$ cat src/rtl/cpa_pkg.sv
`timescale 1ns / 1ps
// ----------------------------------------------------------------------------
// Chunk pool allocator package
// Shared widths, operation and status codes, register indexes and the
// command/status structs between the controller and the datapath.
// ----------------------------------------------------------------------------
package cpa_pkg;

    localparam int IDX_W      = 10;
    localparam int COUNT_W    = 11;
    localparam int BYTES_W    = 17;
    localparam int OFF_W      = 26;
    localparam int FUNC_W     = 2;
    localparam int STATUS_W   = 2;
    localparam int CFG_ADDR_W = 1;
    localparam int CFG_DATA_W = 17;

    localparam int LINK_W  = IDX_W + 1;
    localparam int SPILL_W = COUNT_W + LINK_W;

    localparam int MAX_CHUNKS_DEF  = 1024;
    localparam int CHUNK_COUNT_RST = 1024;
    localparam int CHUNK_BYTES_RST = 64;

    localparam logic [FUNC_W-1:0] FUNC_ALLOC = 2'd0;
    localparam logic [FUNC_W-1:0] FUNC_FREE  = 2'd1;
    localparam logic [FUNC_W-1:0] FUNC_QUERY = 2'd2;

    localparam logic [STATUS_W-1:0] STATUS_OK     = 2'd0;
    localparam logic [STATUS_W-1:0] STATUS_EMPTY  = 2'd1;
    localparam logic [STATUS_W-1:0] STATUS_REJECT = 2'd2;

    localparam logic [CFG_ADDR_W-1:0] REG_CHUNK_COUNT = 1'b0;
    localparam logic [CFG_ADDR_W-1:0] REG_CHUNK_BYTES = 1'b1;

    // Threshold percentages and reciprocal constants:
    // floor(x/100) = (x * RECIP_100) >> 24 for x < 199728
    // floor(x/10)  = (x * RECIP_10)  >> 20 for x < 262144
    localparam int DANGER_PCT  = 95;
    localparam int SAFE_TENTHS = 9;
    localparam int P95_W       = COUNT_W + 7;
    localparam int P9_W        = COUNT_W + 4;
    localparam int R100_W      = 18;
    localparam int R10_W       = 17;
    localparam logic [R100_W-1:0] RECIP_100 = 18'd167773;
    localparam logic [R10_W-1:0]  RECIP_10  = 17'd104858;
    localparam int SHIFT_100   = 24;
    localparam int SHIFT_10    = 20;

    typedef struct packed {
        logic capture;
        logic exec;
        logic load;
    } ctl_cmd_t;

    typedef struct packed {
        logic out_room;
        logic needs_load;
        logic reinit;
    } dp_stat_t;

    typedef struct packed {
        logic [STATUS_W-1:0] status;
        logic [IDX_W-1:0]    chunk_index;
        logic [OFF_W-1:0]    chunk_offset;
        logic [COUNT_W-1:0]  free_count;
        logic [COUNT_W-1:0]  danger_excess;
    } result_t;

endpackage

$ cat src/rtl/cpa_ctrl.sv
`timescale 1ns / 1ps
// ----------------------------------------------------------------------------
// Chunk pool allocator controller
// Sequences capture, execute and spill load; blocks requests while the
// thresholds settle after a chunk count write.
// ----------------------------------------------------------------------------
module cpa_ctrl (
    input  logic              clk,
    input  logic              rst_n,
    input  logic              req_valid,
    output logic              req_ready,
    input  cpa_pkg::dp_stat_t stat,
    output cpa_pkg::ctl_cmd_t cmd
);
    import cpa_pkg::*;

    typedef enum logic [1:0] {
        ST_IDLE,
        ST_EXEC,
        ST_LOAD
    } state_t;

    state_t     state_reg;
    state_t     state_next;
    logic [1:0] settle_reg;
    logic [1:0] settle_next;

    assign req_ready = (state_reg == ST_IDLE) && (settle_reg == 2'd0);

    always_comb
    begin
        cmd         = '0;
        state_next  = state_reg;
        settle_next = settle_reg;
        if (stat.reinit)
        begin
            settle_next = 2'd2;
        end
        else if (settle_reg != 2'd0)
        begin
            settle_next = settle_reg - 2'd1;
        end
        case (state_reg)
            ST_IDLE:
            begin
                if (req_valid && req_ready)
                begin
                    cmd.capture = 1'b1;
                    state_next  = ST_EXEC;
                end
            end
            ST_EXEC:
            begin
                // hold until the result register can take the transaction
                if (stat.out_room)
                begin
                    cmd.exec   = 1'b1;
                    state_next = stat.needs_load ? ST_LOAD : ST_IDLE;
                end
            end
            ST_LOAD:
            begin
                cmd.load   = 1'b1;
                state_next = ST_IDLE;
            end
            default:
            begin
                state_next = ST_IDLE;
            end
        endcase
    end

    always_ff @(posedge clk or negedge rst_n)
    begin
        if (!rst_n)
        begin
            state_reg  <= ST_IDLE;
            settle_reg <= 2'd0;
        end
        else
        begin
            state_reg  <= state_next;
            settle_reg <= settle_next;
        end
    end

endmodule

$ cat config.mk
export PLATFORM = sky130hd
export DESIGN_NAME = cpa_ctrl
export DESIGN_NICKNAME = d
export VERILOG_FILES = /design/src/rtl/cpa_pkg.sv /design/src/rtl/cpa_ctrl.sv
export SDC_FILE = /design/constraint.sdc
export NUM_CORES = 1
export LEC_CHECK = 0
export BUFFER_PORTS_ARGS = -buffer_cell sky130_fd_sc_hd__clkbuf_2
export CORE_AREA = 4 4 41 43
export CTS_BUF_LIST = sky130_fd_sc_hd__clkbuf_8
export CTS_CLUSTER_SIZE = 30
export DETAILED_ROUTE_END_ITERATION = 16
export DIE_AREA = 0 0 45 47
export PLACE_DENSITY = 0.32
export SLEW_MARGIN = 15
export SYNTH_ARGS = -nofsm -noshare
export SYNTH_HDL_FRONTEND = slang
export SYNTH_SLANG_ARGS = --single-unit
$ cat constraint.sdc
create_clock -name clk -period 3.1 [get_ports clk]
set_input_delay 0 -clock clk [delete_from_list [all_inputs] [get_ports clk]]
set_output_delay 0 -clock clk [all_outputs]
set_load 0.03 [all_outputs]
==> impl_metrics.env <==
export IMPL_status="completed"
export IMPL_cap_violations=0
export IMPL_cts_root_buf="clkbuf_8"
export IMPL_cp_start_kind="register"
export IMPL_fmax_ghz=0.7471
export IMPL_synthTopCellsByArea="dfrtp_1 48%, nor3b_1 7.2%, ha_1 6.0%, nand2b_1 6.0%, and2b_2 4.2%"
export IMPL_route_detailed_drc=0
export IMPL_ios=10
export IMPL_overflow=0
export IMPL_slowest_delay_ns=0.38
export IMPL_finalNetCount=44
export IMPL_rsz0062_at_grt="no"
export IMPL_yosysTopAreaCell="dfrtp_1"
export IMPL_setup_slack_ns=1.761
export IMPL_crit_type="register to primary output"
export IMPL_worst_slew_pin_slew_ns=0.2021
export IMPL_skew_ns=0.001760
export IMPL_min_from="stat[1]"
export IMPL_start_util_pct=16.06
export IMPL_slowest_stage="dfrtp_1"
export IMPL_synth_seq_cells=4
export IMPL_grt_pass1_vias=204
export IMPL_wl_per_cell_um=9.480
export IMPL_dr_total_vias=179
export IMPL_cts_resized_gates=0
export IMPL_powerDensity_mw_per_mm2=899.7
export IMPL_cts_tree="done"
export IMPL_first_pass_iters=2
export IMPL_wirelength_um=474
export IMPL_final_common_cell="clkbuf_2"
export IMPL_hpwl_um=367.8
export IMPL_finalCritPeriodShare_pct=43.18
export IMPL_setup_viol=0
export IMPL_synth_area_per_cell_um2=9.950
export IMPL_ys_seq_area_share_pct=47.90
export IMPL_synth_nets=28
export IMPL_fin_tns_setup_ns=0
export IMPL_grt_total_usage_pct=5.556
export IMPL_timing_critical_path_buf_inv=2
export IMPL_fp_dieW_um=45
export IMPL_cts_buffer_depth=2
export IMPL_critical_path_max_fanout=5
export IMPL_rows=13
export IMPL_hold_path_class="primary input to register"
export IMPL_cp_top_family="flip-flops"
export IMPL_cp_required_ns=3.10
export IMPL_viasPerCell=3.580
export IMPL_core_mm2=0.001301
export IMPL_insertion_delay_ns=0.21
export IMPL_first_iter_violations=2
export IMPL_dp_cells=45
export IMPL_syn_area_um2=209.0
export IMPL_die_height_um=47
export IMPL_irDropWorstVdd_uv=276.3
export IMPL_synthCells=21
export IMPL_r2r_start="settle_reg[0]"
export IMPL_area_growth_pct=59.88
export IMPL_antenna_found_initial=0
export IMPL_hold_viol_final=0
export IMPL_gp_congestion=0.6225
export IMPL_cts_setup_buffers=0
export IMPL_slew_viol_final=0
export IMPL_dieArea_mm2=0.002115
export IMPL_power_leakage_nw=0.1766
export IMPL_final_cells=50
export IMPL_dp_slack_ns=1.984
export IMPL_layout_min_cycle_time_ns=1.339
export IMPL_grt_pass1_wl_um=738
export IMPL_crit_arrival_ns=1.34
export IMPL_cts_sinks=4
export IMPL_ant_nets=0
export IMPL_cts_clk_slew_worst_paths_ns=0.03
export IMPL_yosysUniqueCellTypes=13
export IMPL_crit_start="settle_reg[0]"
export IMPL_grt_max_degree=8
export IMPL_synth_top_cell_area_share_pct=47.90
export IMPL_io_buffers=9
export IMPL_max_slew_margin_rel_pct=86.41
export IMPL_crit_chain="inv_1 > ha_1 > nand2_1 > nor3_1 > clkbuf_2"
export IMPL_cp_end_kind="primary output"
export IMPL_htreeDepth=1
export IMPL_drive_gt1_share_pct=37.14
export IMPL_diodes=0
export IMPL_cts_buffers=3
export IMPL_yosysWarningCount=0
export IMPL_final_cell_mix="9 x clkbuf_2, 4 x dfrtp_1, 3 x clkbuf_8"
[cell families (layout without fill, tap and decap cells)]
family,Yosys count,in the layout,synth area share [%]
AND/OR/NAND/NOR,11,11,31.14
adder cells (fa/ha/maj),1,1,5.987
XOR/XNOR,1,1,4.192
AO/OA/AOI/OAI,2,2,7.188
flip-flops,4,4,47.91
buffers and inverters,2,16,3.594
[path summary, 6_finish.rpt]
| path | endpoint | cells after the start | slack, ns |
|---|---|---|---|
| max in group asynchronous | state_reg[0] | 2 | 2.84 |
| hold / removal | state_reg[1] | 2 | 0.03 |
| min in group asynchronous | settle_reg[1] | 2 | 0.14 |
| setup reg to reg | settle_reg[1] | 4 | 2.00 |
| hold reg to reg | settle_reg[0] | 2 | 0.55 |
| setup / recovery | cmd[2] | 5 | 1.76 |
[metal layers]
metal | wire, um | global-route usage [%]
met4 | 0 | 1.754
met5 | 0 | 0
met2 | 206 | 9.322
met3 | 46 | 5.747
met1 | 222 | 4.378
[per-stage QoR]
| step | total power, W | hold WS, ns | util (%) | instance area (um2) |
|---|---|---|---|---|
| floorplan | 0.0001647 | -0.2956 | - | 209.0 |
| global placement | 0.0001896 | -0.1867 | 20.96 | 272.8 |
| detailed placement | 0.0001953 | -0.1859 | 20.96 | 272.8 |
| CTS | 0.0003079 | 0.02300 | 25.67 | 334.1 |
| global route | 0.0003236 | 0.02635 | 25.67 | 334.1 |
| finish | 0.0003006 | 0.02891 | 25.67 | 334.1 |
[synth_stat cells, drive strengths merged]
master / instances
dfrtp: 4
inv: 2
nand2: 2
nand2b: 2
nor2: 2
nor3b: 2
a21o: 1
and2b: 1
ha: 1
nor3: 1
o31ai: 1
or3b: 1
xor2: 1
[power breakdown]
group / total, W / switching, W / leakage [nW] / internal, W
registers: 0.0000864 / 0.0000160 / 0.0502 / 0.0000703
clock network: 0.000106 / 0.0000239 / 0.0216 / 0.0000825
logic: 0.000108 / 0.0000619 / 0.105 / 0.0000459
total: 0.000301 / 0.000102 / 0.177 / 0.000199
[area by class of cell]
class                           instances  area [um2]
Timing Repair Buffer                   11       65.06
Clock buffer                            3       41.29
Tap cell                               15       18.77
Sequential cell                         4       100.1
Multi-Input combinational cell         15       101.3
Inverter                                2       7.507
Fill cell                             151       967.2
[timing repair]
action,CTS,global route
hold endpoints to repair,6,0
hold buffers,2,0
endpoints found under the setup margin,0,0
[worst register-to-register path: stages, from the launching register on]
cell and delay, ns:
dfrtp_1 0.35, inv_1 0.05, ha_1 0.25, nand2b_1 0.17
a21o_1 0.17
Note: power is estimated with default switching activity, not from simulation.
